$ cat config.mk
export PLATFORM = sky130hd
export DESIGN_NAME = fir_cell
export DESIGN_NICKNAME = d
export VERILOG_FILES = /design/src/rtl/core/assert_macros.svh /design/src/rtl/core/fir_pkg.sv /design/src/rtl/core/fir_cell.sv
export SDC_FILE = /design/constraint.sdc
export NUM_CORES = 1
export LEC_CHECK = 0
export BUFFER_PORTS_ARGS = -buffer_cell sky130_fd_sc_hd__clkbuf_2
export CORE_ASPECT_RATIO = 0.9
export CORE_MARGIN = 2
export CORE_UTILIZATION = 41
export DETAILED_ROUTE_END_ITERATION = 10
export PLACE_DENSITY = 0.79
export SETUP_SLACK_MARGIN = 0.05
export SYNTH_ARGS = -nofsm -noshare
export SYNTH_HDL_FRONTEND = slang
export SYNTH_SLANG_ARGS = --single-unit
$ cat constraint.sdc
create_clock -name clk -period 1.6 [get_ports clk]
set_clock_uncertainty 0.05 [all_clocks]
set_input_delay 0.32 -clock clk [delete_from_list [all_inputs] [get_ports clk]]
set_output_delay 0.32 -clock clk [all_outputs]
set_load 0.01 [all_outputs]
$ cat src/rtl/core/assert_macros.svh
// Assertion macros shared by the FIR filter RTL.
// Each macro expects clk and rst_n in scope at the point of use.
`ifndef ASSERT_MACROS_SVH
`define ASSERT_MACROS_SVH

// same-cycle implication, disabled while in reset
`define ASSERT_IMPL(lbl, ante, cons) \
  lbl: assert property (@(posedge clk) disable iff (!rst_n) (ante) |-> (cons)) \
    else $error("assertion failed");

// next-cycle implication, disabled while in reset
`define ASSERT_NEXT(lbl, ante, cons) \
  lbl: assert property (@(posedge clk) disable iff (!rst_n) (ante) |=> (cons)) \
    else $error("assertion failed");

`endif

$ cat src/rtl/core/fir_pkg.sv
// Shared types and constants of the FIR filter.
// Used by fir_cell, fir_mac and fir_filter; depends on nothing.
package fir_pkg;

  localparam int MAX_TAPS = 128;
  localparam int CNT_W    = (MAX_TAPS > 1) ? $clog2(MAX_TAPS) : 1;

  localparam int SAMPLE_W = 16;
  localparam int COEF_W   = 16;
  localparam int TIDX_W   = 7;
  localparam int PROD_W   = SAMPLE_W + COEF_W;
  localparam int ACC_W    = PROD_W + CNT_W + 1;

  localparam int TAPC_W   = 8;
  localparam int SHIFT_W  = 5;
  localparam int CFG_W    = 8;
  localparam int CFG_AW   = 1;

  localparam logic [CFG_AW-1:0] REG_TAP_COUNT = 1'd0;
  localparam logic [CFG_AW-1:0] REG_OUT_SHIFT = 1'd1;

  localparam logic [TAPC_W-1:0]  TAP_COUNT_RST = 8'd101;
  localparam logic [SHIFT_W-1:0] OUT_SHIFT_RST = 5'd15;

  localparam logic CMD_LOAD   = 1'b0;
  localparam logic CMD_SAMPLE = 1'b1;

  localparam logic signed [ACC_W-1:0] SAT_HI = ACC_W'(32767);
  localparam logic signed [ACC_W-1:0] SAT_LO = -ACC_W'(32768);

  typedef struct packed {
    logic shift;
    logic rotate;
  } cell_ctl_t;

  typedef struct packed {
    logic start;
    logic term_vld;
    logic round;
  } mac_ctl_t;

endpackage

$ cat src/rtl/core/fir_cell.sv
// One tap cell of the FIR ring: a coefficient and one delayed sample.
// Depends on fir_pkg; instantiated in a ring by fir_filter.
module fir_cell import fir_pkg::*; (
  input  logic                       clk,
  input  logic                       rst_n,
  input  cell_ctl_t                  ctl,
  input  logic                       coef_we,
  input  logic signed [COEF_W-1:0]   coef_wdata,
  input  logic signed [SAMPLE_W-1:0] shift_data,
  input  logic signed [SAMPLE_W-1:0] rot_hist,
  input  logic signed [COEF_W-1:0]   rot_coef,
  output logic signed [SAMPLE_W-1:0] hist_q,
  output logic signed [COEF_W-1:0]   coef_q
);

  logic signed [SAMPLE_W-1:0] hist_r, hist_nxt;
  logic signed [COEF_W-1:0]   coef_r, coef_nxt;

  always_comb begin
    hist_nxt = hist_r;
    if (ctl.shift) begin
      hist_nxt = shift_data;
    end else if (ctl.rotate) begin
      hist_nxt = rot_hist;
    end
  end

  always_comb begin
    coef_nxt = coef_r;
    if (coef_we) begin
      coef_nxt = coef_wdata;
    end else if (ctl.rotate) begin
      coef_nxt = rot_coef;
    end
  end

  always_ff @(posedge clk) begin
    if (!rst_n) begin
      hist_r <= '0;
    end else begin
      hist_r <= hist_nxt;
    end
  end

  always_ff @(posedge clk) begin
    coef_r <= coef_nxt;
  end

  assign hist_q = hist_r;
  assign coef_q = coef_r;

endmodule

==> results.ini, run 1 <==
[clock_network]
ctsRootBufferMaster=clkbuf_8
cts_setup_buffers=0
ctsResizeCount=0
cts_buffers=5
ctsHtreeMaxLevel=2
ctsHoldBuffers=0
clk-insertion-delay-late_ns=0.28
clk_path_buf_depth=2
clock_sinks=32
clkSlewWorstSetupHoldPaths_ns=0.06
cts_tree=done

[status]
status=finished clean

[worst_setup_path]
critPathLaunch=coef_q[0]
path_depth=1
critPathBufInv=1
cp_slowest_cell=edfxtp_1
critPathArrivalTime_ns=0.80
endpoint_kind=output port
reg2reg_from=hist_q[4]
crit_chain=clkbuf_2
rr_worst_depth=2
rr_endpoint=hist_q[4]
critPathRequiredTime_ns=1.23
critPathMaxFanout=1
critical_path_class=reg -> out
path_delay_family=flip-flops
max_stage_delay_ns=0.38
r2r_slack_ns=0.67
crit_end=coef_q[0]
crit_path_start_kind=flop

[global_route]
grt_pass1_wl_um=4490
grt_pass1_vias=1098
grt_overflow_total=0
grt.total_usage=0.149
antenna_found_initial=0
grt_max_degree=22

[logic_synthesis]
avgSynthCellArea_sq_um=14.4
yosys_register_bits=32
synth_cells=106
syn-num-nets=175
ys_types=12
seq_area_frac_synth=0.525
syn_area_sq_mm=0.00153
yosysWarnings=0

[power]
power_frac_comb=0.195
internal_power_mw=1.46
leakagePower_nw=1.17
seq_power_share=0.505
switching_share=0.241
power_density_mw_per_mm2=890
ir_drop_mv=0.400
clkPwrFrac=0.300
p_sw_uw=464

[placed_design]
placedCellCount=249
dp_worst_setup_slack_ns=0.250
place_congestion=0.673
portBuffers=100
hpwl_um=2420

[cells_and_area]
utilization=0.592
nets=279
fill_cells=293
n_antenna_cell=0
instances_no_fill=257
drive_gt1_frac=0.692
areaGrowthSynthToFinish_pct=41.7
multiInputGateArea_sq_um=662
regArea_sq_um=801

[timing]
fin_setup_tns_ns=0
fin_ws_ns=0.430
max_slew_margin=0.731
worst_pin_slew_ns=0.403
finalHoldViolCount=0
min_period_ns=1.17
fin_crit_sh=0.731
fmax_ghz=0.855
setup_viol=0
drv_slew=0
grt_setup_unrepaired=false

[run]
drv_cap=0

[detailed_routing]
postRouteAntennaNets=0
wl_um=3120
drt_iter0_markers=26
vias=1233
wire_per_inst_um=12.1
vias_per_cell=4.80
first_pass_iters=4
drc=0

[floorplanning]
num_rows=21
die_x_um=68.3
ios=101
die_y_um=61.9
core_sq_mm=0.00365
die-area_sq_mm=0.00422
initial_utilization=0.418

[min_path]
holdPathStages=2
hp-class=in -> reg

[worst min-delay path by stage]
stage / to / slack (ns) / from
5_1_grt: coef_q[4] / 0.27 / coef_wdata[4]
3_5_place_dp: hist_q[8] / 0.54 / hist_q[8]
6_report: coef_q[2] / 0.29 / rot_coef[2]
4_1_cts: coef_q[2] / 0.28 / coef_wdata[2]
2_1_floorplan: hist_q[11] / 0.46 / ctl[1]
3_3_place_gp: hist_q[0] / 0.54 / hist_q[0]
[registers in the layout (all words and copies together) (netlist names)]
signal,count
coef_q,16
hist_q,16
[cell usage after synthesis (all sizes together)]
cell type,instances,area share
clkbuf,3,0.0074
nand2b,15,0.062
edfxtp,16,0.32
mux2,32,0.26
or2b,1,0.0049
dfxtp,16,0.21
o211a,16,0.11
buf,6,0.034
or2,1,0.0041
[power by group through the flow]
stage / registers [mW] / clock network [mW] / logic, mW
finish: 0.970 / 0.577 / 0.375
global route: 0.979 / 0.635 / 0.414
CTS: 0.971 / 0.597 / 0.382
detailed placement: 0.988 / 0 / 0.380
global placement: 0.987 / 0 / 0.373
floorplan: 1.03 / 0 / 0.165
[metrics by stage]
stage               power (mW)  hold slack, ns  area (sq um)
floorplan                 1.19           0.464          1530
detailed placement        1.37           0.544          2080
global placement          1.36           0.541          2080
finish                    1.92           0.291          2160
CTS                       1.95           0.283          2160
global route              2.03           0.273          2160
[cells by family (layout without fill, tap and decap cells)]
family / after synthesis / in the layout / synth area share
AOI/OAI and AO/OA: 16 / 16 / 0.105
buffers and inverters: 9 / 114 / 0.0410
DFF: 32 / 32 / 0.525
muxes: 32 / 32 / 0.258
and+or+nand+nor: 17 / 17 / 0.0706
[placed cells by master (no fill, tap or decap)]
cell | Yosys | layout
buf_12 | 1 | 1
buf_4 | 0 | 5
clkbuf_2 | 0 | 100
clkbuf_8 | 0 | 5
clkinv_1 | 0 | 1
clkinv_2 | 0 | 2
dfxtp_1 | 16 | 16
edfxtp_1 | 16 | 16
mux2_2 | 23 | 23
mux2_4 | 9 | 9
nand2b_1 | 15 | 15
o211a_1 | 16 | 16
or2_2 | 1 | 1
or2b_1 | 1 | 1
[cell type report]
type,instances,area share
multi-input cells,65,0.306
flip-flops and latches,32,0.371
clock inverters,3,0.00637
clock buffers,5,0.0318
repair buffers,106,0.258
well taps,46,0.0266
[metal layers]
metal  routed length (um)  track usage  vias up
li1                     -            -      596
met5                    0            0        -
met2                 1410        0.251       76
met4                   46       0.0600        0
met3                  385       0.0793        6
met1                 1270        0.158      555
No activity file was read; power rests on OpenSTA's default activity.
==> run 2: changes to the inputs <==
- CORE_UTILIZATION: 41 -> 37
- PLACE_DENSITY: 0.79 -> 0.75
- clock period: 1.6 -> 1 ns (I/O delays scaled with it)
==> run 2 against run 1 <==
  * The flow now finishes with violations (setup timing)
  * Cell count increased by 1.2%
  * Clock power increased by 53%
  * Sequential share of layout area decreased by 2.3 points
  * Sequential cell count unchanged
  * Combinational power increased by 90%
  * Critical path depth unchanged
  * Utilization decreased by 0.42 points
  * Critical endpoint is now coef_q[10]
  * Highest routed layer unchanged
==> results.ini, run 2 (synthesis results as in run 1) <==
[cells_and_area]
regArea_sq_um=821  ; was 801 sq um
final_common_cell=clkbuf_2  ; unchanged
fill_cells=310  ; was 293
final_cell_mix=clkbuf_2 (84), mux2_4 (21)  ; was clkbuf_2 (100), mux2_2 (23), o211a_1 (16), edfxtp_1 (16), dfxtp_1 (16)
nets=280  ; was 279
areaGrowthSynthToFinish_pct=54.8  ; was 41.7%
drive_gt1_frac=0.759  ; was 0.692
multiInputGateArea_sq_um=709  ; was 662 sq um
n_antenna_cell=0  ; unchanged
final_area_sq_mm=0.00236  ; was 0.00216 sq mm

[power]
power_density_mw_per_mm2=1340  ; was 890 mW/mm^2
power_frac_comb=0.224  ; was 0.195
power.total_mw=3.17  ; was 1.92 mW
clkPwrFrac=0.279  ; was 0.300
ir_drop_mv=0.920  ; was 0.400 mV
switching_share=0.227  ; was 0.241
seq_power_share=0.496  ; was 0.505
p_sw_uw=721  ; was 464 uW
leakagePower_nw=1.26  ; was 1.17 nW
internal_power_mw=2.45  ; was 1.46 mW

[floorplanning]
num_rows=22  ; was 21
core_sq_mm=0.00402  ; was 0.00365 sq mm
ios=101  ; unchanged
die-area_sq_mm=0.00465  ; was 0.00422 sq mm
initial_utilization=0.380  ; was 0.418
die_y_um=64.9  ; was 61.9 um
die_x_um=71.7  ; was 68.3 um

[detailed_routing]
vias_per_cell=4.80  ; about the same
wire_per_inst_um=13.0  ; was 12.1 um
drt_iter0_markers=37  ; was 26
vias=1248  ; was 1233
first_pass_iters=4  ; unchanged
postRouteAntennaNets=0  ; unchanged
drc=0  ; unchanged
wl_um=3390  ; was 3120 um

[worst_setup_path]
critPathRequiredTime_ns=0.75  ; was 1.23 ns
reg2reg_from=hist_q[11]  ; was hist_q[4]
critPathMaxFanout=1  ; unchanged
cp_slowest_cell=edfxtp_1  ; unchanged
critical_path_class=reg -> out  ; unchanged
crit_chain=clkbuf_2  ; unchanged
rr_endpoint=hist_q[11]  ; was hist_q[4]
max_stage_delay_ns=0.37  ; was 0.38 ns
path_delay_family=flip-flops  ; unchanged
critPathArrivalTime_ns=0.78  ; was 0.80 ns
crit_path_start_kind=flop  ; unchanged
critPathBufInv=1  ; unchanged
endpoint_kind=output port  ; unchanged
rr_worst_depth=2  ; unchanged
r2r_slack_ns=0.04  ; was 0.67 ns

[placed_design]
dpl_cell_area_sq_mm=0.00215  ; was 0.00208 sq mm
place_congestion=0.684  ; was 0.673
dp_worst_setup_slack_ns=-0.181  ; was 0.250 ns
portBuffers=100  ; unchanged
hpwl_um=2630  ; was 2420 um

[timing]
setup_viol=15  ; was 0
fin_setup_tns_ns=-0.176  ; was 0 ns
finalHoldViolCount=0  ; unchanged
fmax_ghz=0.968
worst_pin_slew_ns=0.339  ; was 0.403 ns
drv_slew=0  ; unchanged
grt_setup_unrepaired=true  ; was false
max_slew_margin=0.774  ; was 0.731
hold-worst-slack_ns=0.180  ; was 0.291 ns
fin_ws_ns=-0.0331  ; was 0.430 ns
fin_crit_sh=1.03
min_period_ns=1.03

[status]
violations=setup timing
status=finished with violations  ; was finished clean

[min_path]
holdPathStages=2  ; unchanged
holdCritStartpoint=coef_wdata[7]  ; was rot_coef[2]
hold_end=coef_q[7]  ; was coef_q[2]
hp-class=in -> reg  ; unchanged

[clock_network]
cts_tree=done  ; unchanged
ctsRootBufferMaster=clkbuf_8  ; unchanged
cts_setup_buffers=0  ; unchanged
clk_path_buf_depth=2  ; unchanged
cts_buffers=5  ; unchanged
clkSlewWorstSetupHoldPaths_ns=0.06  ; about the same
ctsHtreeMaxLevel=2  ; unchanged
clock_sinks=32  ; unchanged
ctsHoldBuffers=0  ; unchanged
clk-insertion-delay-late_ns=0.27  ; was 0.28 ns

[global_route]
grt.total_usage=0.146  ; was 0.149
grt_pass1_wl_um=5200  ; was 4490 um
antenna_found_initial=0  ; unchanged
grt_pass1_vias=1241  ; was 1098
grt_overflow_total=0  ; unchanged
grt_max_degree=18  ; was 22

[run]
drv_cap=0  ; unchanged

## run 2: final cells by class
cell class	instances	share of cell area
repair buffers	107	0.293
clock inverters	1	0.00159
flip-flops and latches	32	0.348
clock buffers	7	0.0323
multi-input cells	65	0.300
well taps	48	0.0254
## run 2: power groups by stage
stage               clock network [mW]  registers (mW)  logic, mW
floorplan                            0            1.64      0.300
global placement                     0            1.58      0.644
detailed placement                   0            1.58      0.651
CTS                              0.931            1.56      0.655
global route                      1.00            1.58      0.767
finish                           0.885            1.57      0.711
## run 2: repair_timing
| item | in CTS | in global routing |
|---|---|---|
| endpoints found under the setup margin | 32 | 38 |
| resized for setup | 16 | 35 |
| pin swaps | 0 | 5 |
| endpoints found under the hold margin | 0 | 0 |
## run 2: through the flow
step / utilization / cells
6_report: 0.587 / 260
3_3_place_gp: 0.535 / 252
2_1_floorplan: - / 106
5_1_grt: 0.587 / 260
3_5_place_dp: 0.535 / 252
4_1_cts: 0.560 / 260
## run 2: worst max-delay path by stage
stage	start	to	slack (ns)	cells after the start
after floorplan	ctl[0]	hist_q[10]	-0.09	4
after global placement	ctl[0]	hist_q[1]	-0.16	4
after detailed placement	ctl[0]	hist_q[1]	-0.18	4
after CTS	coef_q[10]	coef_q[10]	-0.06	1
after global routing	coef_q[10]	coef_q[10]	-0.07	1
final	coef_q[10]	coef_q[10]	-0.03	1
## run 2: metal layers
layer	vias up	GRT usage	routed length (um)
met2	80	0.231	1510
li1	601	-	-
met5	-	0	0
met4	0	0.0778	59
met3	6	0.0638	419
met1	561	0.165	1400
