[config.mk]
export PLATFORM = sky130hd
export DESIGN_NAME = fir_mac
export DESIGN_NICKNAME = d
export VERILOG_FILES = /design/src/rtl/core/assert_macros.svh /design/src/rtl/core/fir_pkg.sv /design/src/rtl/core/fir_mac.sv
export SDC_FILE = /design/constraint.sdc
export NUM_CORES = 1
export LEC_CHECK = 0
export BUFFER_PORTS_ARGS = -buffer_cell sky130_fd_sc_hd__buf_2
export CAP_MARGIN = 0
export CORE_MARGIN = 3
export CORE_UTILIZATION = 40
export DETAILED_ROUTE_END_ITERATION = 7
export HOLD_SLACK_MARGIN = 0.12
export PLACE_DENSITY_LB_ADDON = 0.3
export SLEW_MARGIN = 20
export SYNTH_ARGS = -nofsm -noshare
export SYNTH_HDL_FRONTEND = slang
export SYNTH_SLANG_ARGS = --single-unit
[constraint.sdc]
create_clock -name clk -period 19.8 [get_ports clk]
set_clock_uncertainty 0.2 [all_clocks]
set_input_delay 1.98 -clock clk [delete_from_list [all_inputs] [get_ports clk]]
set_output_delay 1.98 -clock clk [all_outputs]
set_load 0.05 [all_outputs]
[src/rtl/core/assert_macros.svh]
// Assertion macros shared by the FIR filter RTL.
// Each macro expects clk and rst_n in scope at the point of use.
`ifndef ASSERT_MACROS_SVH
`define ASSERT_MACROS_SVH

// same-cycle implication, disabled while in reset
`define ASSERT_IMPL(lbl, ante, cons) \
  lbl: assert property (@(posedge clk) disable iff (!rst_n) (ante) |-> (cons)) \
    else $error("assertion failed");

// next-cycle implication, disabled while in reset
`define ASSERT_NEXT(lbl, ante, cons) \
  lbl: assert property (@(posedge clk) disable iff (!rst_n) (ante) |=> (cons)) \
    else $error("assertion failed");

`endif

[src/rtl/core/fir_pkg.sv]
// Shared types and constants of the FIR filter.
// Used by fir_cell, fir_mac and fir_filter; depends on nothing.
package fir_pkg;

  localparam int MAX_TAPS = 128;
  localparam int CNT_W    = (MAX_TAPS > 1) ? $clog2(MAX_TAPS) : 1;

  localparam int SAMPLE_W = 16;
  localparam int COEF_W   = 16;
  localparam int TIDX_W   = 7;
  localparam int PROD_W   = SAMPLE_W + COEF_W;
  localparam int ACC_W    = PROD_W + CNT_W + 1;

  localparam int TAPC_W   = 8;
  localparam int SHIFT_W  = 5;
  localparam int CFG_W    = 8;
  localparam int CFG_AW   = 1;

  localparam logic [CFG_AW-1:0] REG_TAP_COUNT = 1'd0;
  localparam logic [CFG_AW-1:0] REG_OUT_SHIFT = 1'd1;

  localparam logic [TAPC_W-1:0]  TAP_COUNT_RST = 8'd101;
  localparam logic [SHIFT_W-1:0] OUT_SHIFT_RST = 5'd15;

  localparam logic CMD_LOAD   = 1'b0;
  localparam logic CMD_SAMPLE = 1'b1;

  localparam logic signed [ACC_W-1:0] SAT_HI = ACC_W'(32767);
  localparam logic signed [ACC_W-1:0] SAT_LO = -ACC_W'(32768);

  typedef struct packed {
    logic shift;
    logic rotate;
  } cell_ctl_t;

  typedef struct packed {
    logic start;
    logic term_vld;
    logic round;
  } mac_ctl_t;

endpackage

[src/rtl/core/fir_mac.sv]
// Shared multiply-accumulate, rounding and saturation of the FIR filter.
// Depends on fir_pkg; fed from cell 0 of the ring in fir_filter.
module fir_mac import fir_pkg::*; (
  input  logic                       clk,
  input  logic                       rst_n,
  input  mac_ctl_t                   ctl,
  input  logic signed [COEF_W-1:0]   coef,
  input  logic signed [SAMPLE_W-1:0] sample,
  input  logic [SHIFT_W-1:0]         out_shift,
  output logic signed [SAMPLE_W-1:0] y,
  output logic                       clip
);

  logic signed [PROD_W-1:0] prod_r, prod_nxt;
  logic                     prod_vld_r, prod_vld_nxt;
  logic signed [ACC_W-1:0]  acc_r, acc_nxt;
  logic signed [ACC_W-1:0]  rnd_r, rnd_nxt;
  logic signed [ACC_W-1:0]  bias;
  logic signed [ACC_W-1:0]  shifted;

  assign prod_nxt     = PROD_W'(coef * sample);
  assign prod_vld_nxt = ctl.term_vld;

  always_comb begin
    acc_nxt = acc_r;
    if (ctl.start) begin
      acc_nxt = '0;
    end else if (prod_vld_r) begin
      acc_nxt = acc_r + ACC_W'(prod_r);
    end
  end

  assign bias    = signed'((ACC_W'(1) << out_shift) >> 1);
  assign rnd_nxt = ctl.round ? (acc_r + bias) : rnd_r;

  always_ff @(posedge clk) begin
    if (!rst_n) begin
      prod_vld_r <= 1'b0;
    end else begin
      prod_vld_r <= prod_vld_nxt;
    end
  end

  always_ff @(posedge clk) begin
    prod_r <= prod_nxt;
    acc_r  <= acc_nxt;
    rnd_r  <= rnd_nxt;
  end

  assign shifted = rnd_r >>> out_shift;

  always_comb begin
    clip = 1'b0;
    y    = shifted[SAMPLE_W-1:0];
    if (shifted > SAT_HI) begin
      clip = 1'b1;
      y    = SAT_HI[SAMPLE_W-1:0];
    end else if (shifted < SAT_LO) begin
      clip = 1'b1;
      y    = SAT_LO[SAMPLE_W-1:0];
    end
  end

endmodule

==> flow_summary.toml, run 1 <==
[status]
status = "finished clean"

[global_routing]
grt_max_degree = 55
overflow = 0
grt_pass1_wl_mm = 79.9
grt_pass1_vias = 15842
grt.total_usage_pct = 19.2
antenna_found_initial = 0

[floorplanning]
core_um2 = 47100
die-area_um2 = 51000
fp.dieH_um = 226
die_width_um = 226
ios = 59
initial_core_util_pct = 41.0
num_rows = 79

[cts]
hold_buffers = 0
path_clk_slew_ns = 0.05
cts_buffers = 17
postCtsResizedCells = 0
cts_tree = "done"
clock-root-buffer = "clkbuf_16"
clock_path_buffers = 2
clock-sinks = 113
worstSkewPairLatency_ns = 0.42
htreeDepth = 4
cts_setup_buffers = 0

[setup_path]
cp_slowest_cell = "fa_1"
cp.arrival_ns = 8.05
path_common_cell = "fa_1"
crit_family = "adder cells"
worstPathRequired_ns = 19.95
end_kind = "register"
worstPathCellList = "buf_2 -> nand2_1 -> inv_1 -> fa_1 -> fa_1 -> fa_1 -> fa_1 -> fa_1 -> inv_1 -> fa_1 -> inv_1 -> ha_1 -> nand2_1 -> nor2b_1 -> and2_1 -> a2111oi_0 -> a32oi_1 -> a211o_1 -> a21oi_1 -> xnor2_1"
cp_slowest_stage_delay_ns = 0.90
worst_setup_path_start_kind = "input port"
cp_max_fo = 16
crit_type = "in2reg"
cp.buffers_inverters = 4
cp-startpoint = "sample[1]"
r2r-start = "acc_r[0]"

[logic_synthesis]
synth.distinct_cells = 83
ys_seq_area_share_pct = 13.8
syn_inst = 2175
yosysWarnings = 0
avgSynthCellArea_um2 = 8.89
synth_ff_type = "dfxtp_1"
synth_seq_cells = 113
synthArstFlopShare_pct = 0
synth-edff-count = 40
synth.cell_area_um2 = 19300
syn-num-nets = 2633

[routing]
ant_nets = 0
firstDrtPassIters = 5
wl_per_cell_um = 16.7
vias = 14891
dr_wl_met2_mm = 23.1
m1WireLength_mm = 21.0
drt_drc_violations_left = 0
drt_wl_total_mm = 46.8
route.top_layer_used = "met4"
vias_per_cell = 5.33
met3_length_mm = 1.39
drt_iter0_drc = 768

[layout]
diodes = 0
finalInstanceArea_um2 = 20600
fin_util_pct = 43.7
syn_to_final_growth_pct = 6.47
drive_gt1_share_pct = 6.63
nets = 2632

[sta]
max_freq_mhz = 127
min_period_ns = 7.90
tightest_slew_ns = 1.06
fin_tns_setup_ns = 0
final_hold_viol_count = 0
finalMaxSlewViolations = 0
rsz0062_at_grt = "false"
layout_setup_ws_ns = 11.90
fin_crit_sh_pct = 39.9
setup_viol = 0
max_slew_margin_pct = 29.2

[placed_design]
dpl_cell_area_um2 = 20100
post-place-ws_ns = 11.45
port_buffers = 58
place.gp.congestion = 0.898
dp_hpwl_mm = 38.2

[hold_path]
hold_class = "reg2reg"
holdCritStartpoint = "acc_r[3]"

[flow_run]
maxCapViolCount = 0
==> cell usage after synthesis, drive strengths merged, types with 14 or more instances <==
library cell | n | area, um2
a211oi | 20 | 150
a21o | 32 | 240
a21oi | 107 | 536
and2 | 138 | 863
and3 | 18 | 113
buf | 29 | 165
clkbuf | 55 | 208
dfxtp | 73 | 1460
edfxtp | 40 | 1200
fa | 264 | 5290
ha | 152 | 1900
inv | 339 | 1270
mux2i | 72 | 724
mux4 | 26 | 604
nand2 | 238 | 893
nand2b | 16 | 100
nand3 | 35 | 175
nand4 | 14 | 87.6
nor2 | 121 | 454
nor2b | 15 | 93.8
nor3 | 37 | 190
o21a | 17 | 128
o21ai | 73 | 403
o21bai | 16 | 120
xnor2 | 72 | 631
xor2 | 16 | 140
==> tightest hold or removal path: cells and delay by family (launching register included) <==
family             cells  cell delay (ns)
DFF                    1             0.33
and+or+nand+nor        1             0.07
AOI/OAI and AO/OA      1             0.05
==> path summary, 6_finish.rpt <==
| kind | slack, ns | to | cells past startpoint |
|---|---|---|---|
| max | 11.90 | prod_r[30] | 20 |
| min | 0.30 | acc_r[3] | 2 |
| max reg2reg | 16.06 | rnd_r[34] | 12 |
| min reg2reg | 0.30 | acc_r[3] | 2 |
==> sequential cells by signal (all words and copies together) (netlist names) <==
signal and count:
acc_r 40, rnd_r 40, prod_r 32, prod_vld_r 1
==> cell families (layout without fill, tap and decap cells) <==
kind of cell             Yosys count  after routing  synth area share [%]
XOR/XNOR                          88             88                  3.98
adder cells (fa/ha/maj)          416            416                  37.2
flip-flops                       113            113                  13.8
buffers and inverters            423            435                  8.51
multiplexers                     106            106                  7.34
AND/OR/NAND/NOR                  666            666                  16.7
AO/OA/AOI/OAI                    363            363                  12.6
==> stage by stage <==
stage / instances / hold slack [ns]
3_5_place_dp: 2762 / 0.296
3_3_place_gp: 2762 / 0.297
4_1_cts: 2794 / 0.305
5_1_grt: 2794 / 0.336
2_1_floorplan: 2175 / 0.262
6_report: 2794 / 0.300
==> area by class of cell <==
cell class / instances / area (um2)
inverter: 339 / 1270
sequential: 113 / 2660
fill: 4618 / 26600
multi-input combinational: 1639 / 15000
timing repair buffer: 64 / 335
clock inverter: 13 / 96.3
tap: 607 / 759
clock buffer: 19 / 433
==> cells in the final DEF (no fill, tap or decap), types with 7 or more instances in the layout <==
master     netlist  layout
nor2b_1         15      15
mux4_2          21      21
ha_1           152     152
inv_1          337     337
nand2b_1        16      16
o21bai_1        16      16
xor2_1          16      16
nand4_1         14      14
nand2_1        238     238
o21ai_2         10      10
or3_1            7       7
o211ai_1         9       9
mux2_2           7       7
xnor2_1         72      72
dfxtp_1         73      73
a211oi_1        20      20
a31oi_1         10      10
a21oi_1        107     107
and2_1         138     138
o21a_1          17      17
mux2i_1         71      71
nor3_1          36      36
a311o_1          7       7
buf_2           12      58
fa_1           264     264
clkbuf_16        0      17
nand3_1         35      35
o21ai_0         62      62
nor2_1         121     121
a21o_1          32      32
and3_1          18      18
a211o_1         11      11
edfxtp_1        40      40
==> metal layers <==
layer	vias to the layer above	GRT usage [%]
li1	7208	-
met1	7320	24.9
met2	282	34.0
met3	81	1.96
met4	0	5.97
met5	-	0
Power of run 1 is not shown: default switching activity piles up to over one toggle a cycle in this logic, so the estimate is an artifact.
==> inputs of run 2 (changes only) <==
--- a/config.mk
+++ b/config.mk
@@ -5,6 +5,7 @@
 export SDC_FILE = /design/constraint.sdc
 export NUM_CORES = 1
 export LEC_CHECK = 0
+export ABC_AREA = 1
 export BUFFER_PORTS_ARGS = -buffer_cell sky130_fd_sc_hd__buf_2
 export CAP_MARGIN = 0
 export CORE_MARGIN = 3
==> constraint.sdc (replaced) <==
create_clock -name clk -period 7.4 [get_ports clk]
set_clock_uncertainty 0.2 [all_clocks]
set_input_delay 0.74 -clock clk [delete_from_list [all_inputs] [get_ports clk]]
set_output_delay 0.74 -clock clk [all_outputs]
set_load 0.05 [all_outputs]
==> run 2 against run 1 <==
Cell area grew 7.9%. Worst setup slack lost 11 ns. Non-clock buffer count grew 5. Global-route usage grew 2.3 points. Die area grew 7.9%. Area after synthesis grew 8.1%. Via count grew 25%. Count of clock-buffer cells in the layout is the same. Flip-flop and latch count is the same. Critical path type unchanged.
==> flow_summary.toml, run 2 <==
[status]
status = "finished clean"

[logic_synthesis]
synth_top_cells_by_count = "nand2_1, inv_1, fa_1, nor2_1, nand3_1"
syn-num-nets = 3453
synth-edff-count = 40
avgSynthCellArea_um2 = 6.98
synth_top_area_share_pct = 25.3
synthArstFlopShare_pct = 0
ys_seq_area_share_pct = 12.7
yosysWarnings = 0
synth_ff_type = "dfxtp_1"
synth.distinct_cells = 48
yosys.area.top_type = "fa_1"
yosysMostFrequentCell = "nand2_1"
synth.cell_area_um2 = 20900
synthTopCellsByArea = "fa_1, nand2_1, inv_1"
synth_seq_cells = 113
syn_inst = 2995

[sta]
whs_ns = 0.313
min_period_ns = 6.34
tightest_slew_ns = 1.03
setup_viol = 0
fin_crit_sh_pct = 85.7
max_slew_margin_pct = 30.9
max_freq_mhz = 158
rsz0062_at_grt = "false"
finalMaxSlewViolations = 0
fin_tns_setup_ns = 0
final_hold_viol_count = 0

[floorplanning]
ios = 59
fp.dieH_um = 235
num_rows = 83
die-area_um2 = 55000
die_width_um = 235
core_um2 = 51500
initial_core_util_pct = 40.6

[placed_design]
dp_hpwl_mm = 46.8
place.gp.congestion = 0.945
port_buffers = 58

[setup_path]
path_common_cell = "nand2_1"
r2r-start = "acc_r[0]"
worstPathCellList = "buf_2 -> nand2_1 -> inv_1 -> fa_1 -> fa_1 -> fa_1 -> fa_1 -> fa_1 -> inv_1 -> fa_1 -> inv_1 -> ha_1 -> nand2_1 -> nor2_1 -> inv_1 -> nor3_1 -> nand2_1 -> o211ai_1 -> nand2_1 -> nand2_1 -> nand2_1 -> nand2_1 -> xor2_1"
reg2reg_slack_ns = 4.09
crit_type = "in2reg"
r2r-end = "acc_r[32]"
cp_slowest_cell = "fa_1"
end_kind = "register"
cp_max_fo = 16
cp-startpoint = "coef[15]"
worstPathRequired_ns = 7.57
worst_setup_path_start_kind = "input port"
cp-endpoint = "prod_r[29]"
cp_slowest_stage_delay_ns = 0.91
cp.arrival_ns = 6.51
r2r_cells = 14

[layout]
drive_gt1_share_pct = 4.69
final_cell_mix = "nand2_1, inv_1, fa_1"
diodes = 0
syn_to_final_growth_pct = 6.32
nets = 3428
reg_top3 = "acc_r x40, rnd_r x40, prod_r x32"
final_common_cell = "nand2_1"

[pwr]
ir_drop_uv = 675
intPower_w = 0.00490
switching_share_pct = 56.6
seq_power_share_pct = 9.4
power_leakage_nw = 12.2
switchingPower_w = 0.00639
clkPwrFrac_pct = 7.5
p_per_area_nw_per_um2 = 508
combPwrFrac_pct = 83.1

[cts]
postCtsResizedCells = 0
cts_buffers = 17
clock-root-buffer = "clkbuf_16"
cts_tree = "done"
cts_setup_buffers = 0
path_clk_slew_ns = 0.07
htreeDepth = 4
hold_buffers = 0
worstSkewPairLatency_ns = 0.43
clock_path_buffers = 2
clock-sinks = 113

[flow_run]
maxCapViolCount = 0

[routing]
ant_nets = 0
drt_drc_violations_left = 0
drt_iter0_drc = 1668
wl_per_cell_um = 15.6
drt_wl_total_mm = 57.1
vias_per_cell = 5.09
firstDrtPassIters = 6
vias = 18639

[global_routing]
overflow = 0
grt_max_degree = 54
grt_pass1_wl_mm = 94.9
antenna_found_initial = 1
grt_pass1_vias = 18619
grt.total_usage_pct = 21.6

[hold_path]
hold_class = "in2reg"
run 2: area by class of cell:
class,instances,area [um2]
fill,5433,29300
multi-input combinational,2115,15300
sequential,113,2660
inverter,654,2450
tap,680,851
clock buffer,19,475
timing repair buffer,69,373
clock inverter,13,135
run 2: critical path, delay by kind of cell:
| family | cells | cell delay [ns] |
|---|---|---|
| AO/OA/AOI/OAI | 1 | 0.29 |
| buffers and inverters | 5 | 0.57 |
| adder cells (fa/ha/maj) | 7 | 3.82 |
| XOR/XNOR | 1 | 0.13 |
| AND/OR/NAND/NOR | 9 | 0.95 |
run 2: metrics by stage:
stage	setup slack, ns	util (%)	instances	total power [W]	area [um2]
2_1_floorplan	1.07	-	2995	0.00815	20900
3_3_place_gp	0.674	42.0	3631	0.0104	21600
3_5_place_dp	0.668	42.0	3631	0.0104	21600
4_1_cts	1.09	43.1	3663	0.0113	22200
5_1_grt	0.584	43.1	3663	0.0128	22200
6_report	1.06	43.1	3663	0.0113	22200
run 2: logic make-up after synthesis:
logic type	share of synthesized area [%]
simple gates	24.5
flops	12.7
xor+xnor	3.98
fa+ha+maj	34.4
compound gates	9.94
buf+inv	14.2
mux	0.239
run 2: power groups by stage:
stage,combinational [W],sequential (W),clock (W)
detailed placement,0.00929,0.00107,0
floorplan,0.00715,0.00100,0
global placement,0.00929,0.00107,0
global route,0.0108,0.00107,0.000883
finish,0.00938,0.00106,0.000846
CTS,0.00936,0.00106,0.000857
run 2: layer usage:
metal	global-route usage [%]	share of wire (%)	up-vias
met4	5.19	2.1	2
met3	2.25	6.0	81
li1	-	-	9166
met5	0	0.023	-
met2	36.3	47	545
met1	29.9	45	8845
run 2: worst min path at each step:
| stage | slack (ns) | depth (start not counted) | to | start |
|---|---|---|---|---|
| floorplan | 0.28 | 2 | acc_r[17] | acc_r[17] |
| global placement | 0.34 | 2 | acc_r[39] | acc_r[39] |
| detailed placement | 0.34 | 2 | acc_r[39] | acc_r[39] |
| CTS | 0.32 | 3 | prod_vld_r | ctl[1] |
| global route | 0.36 | 3 | prod_vld_r | ctl[1] |
| finish | 0.31 | 3 | prod_vld_r | ctl[1] |
Note: power is estimated with default switching activity, not from simulation.
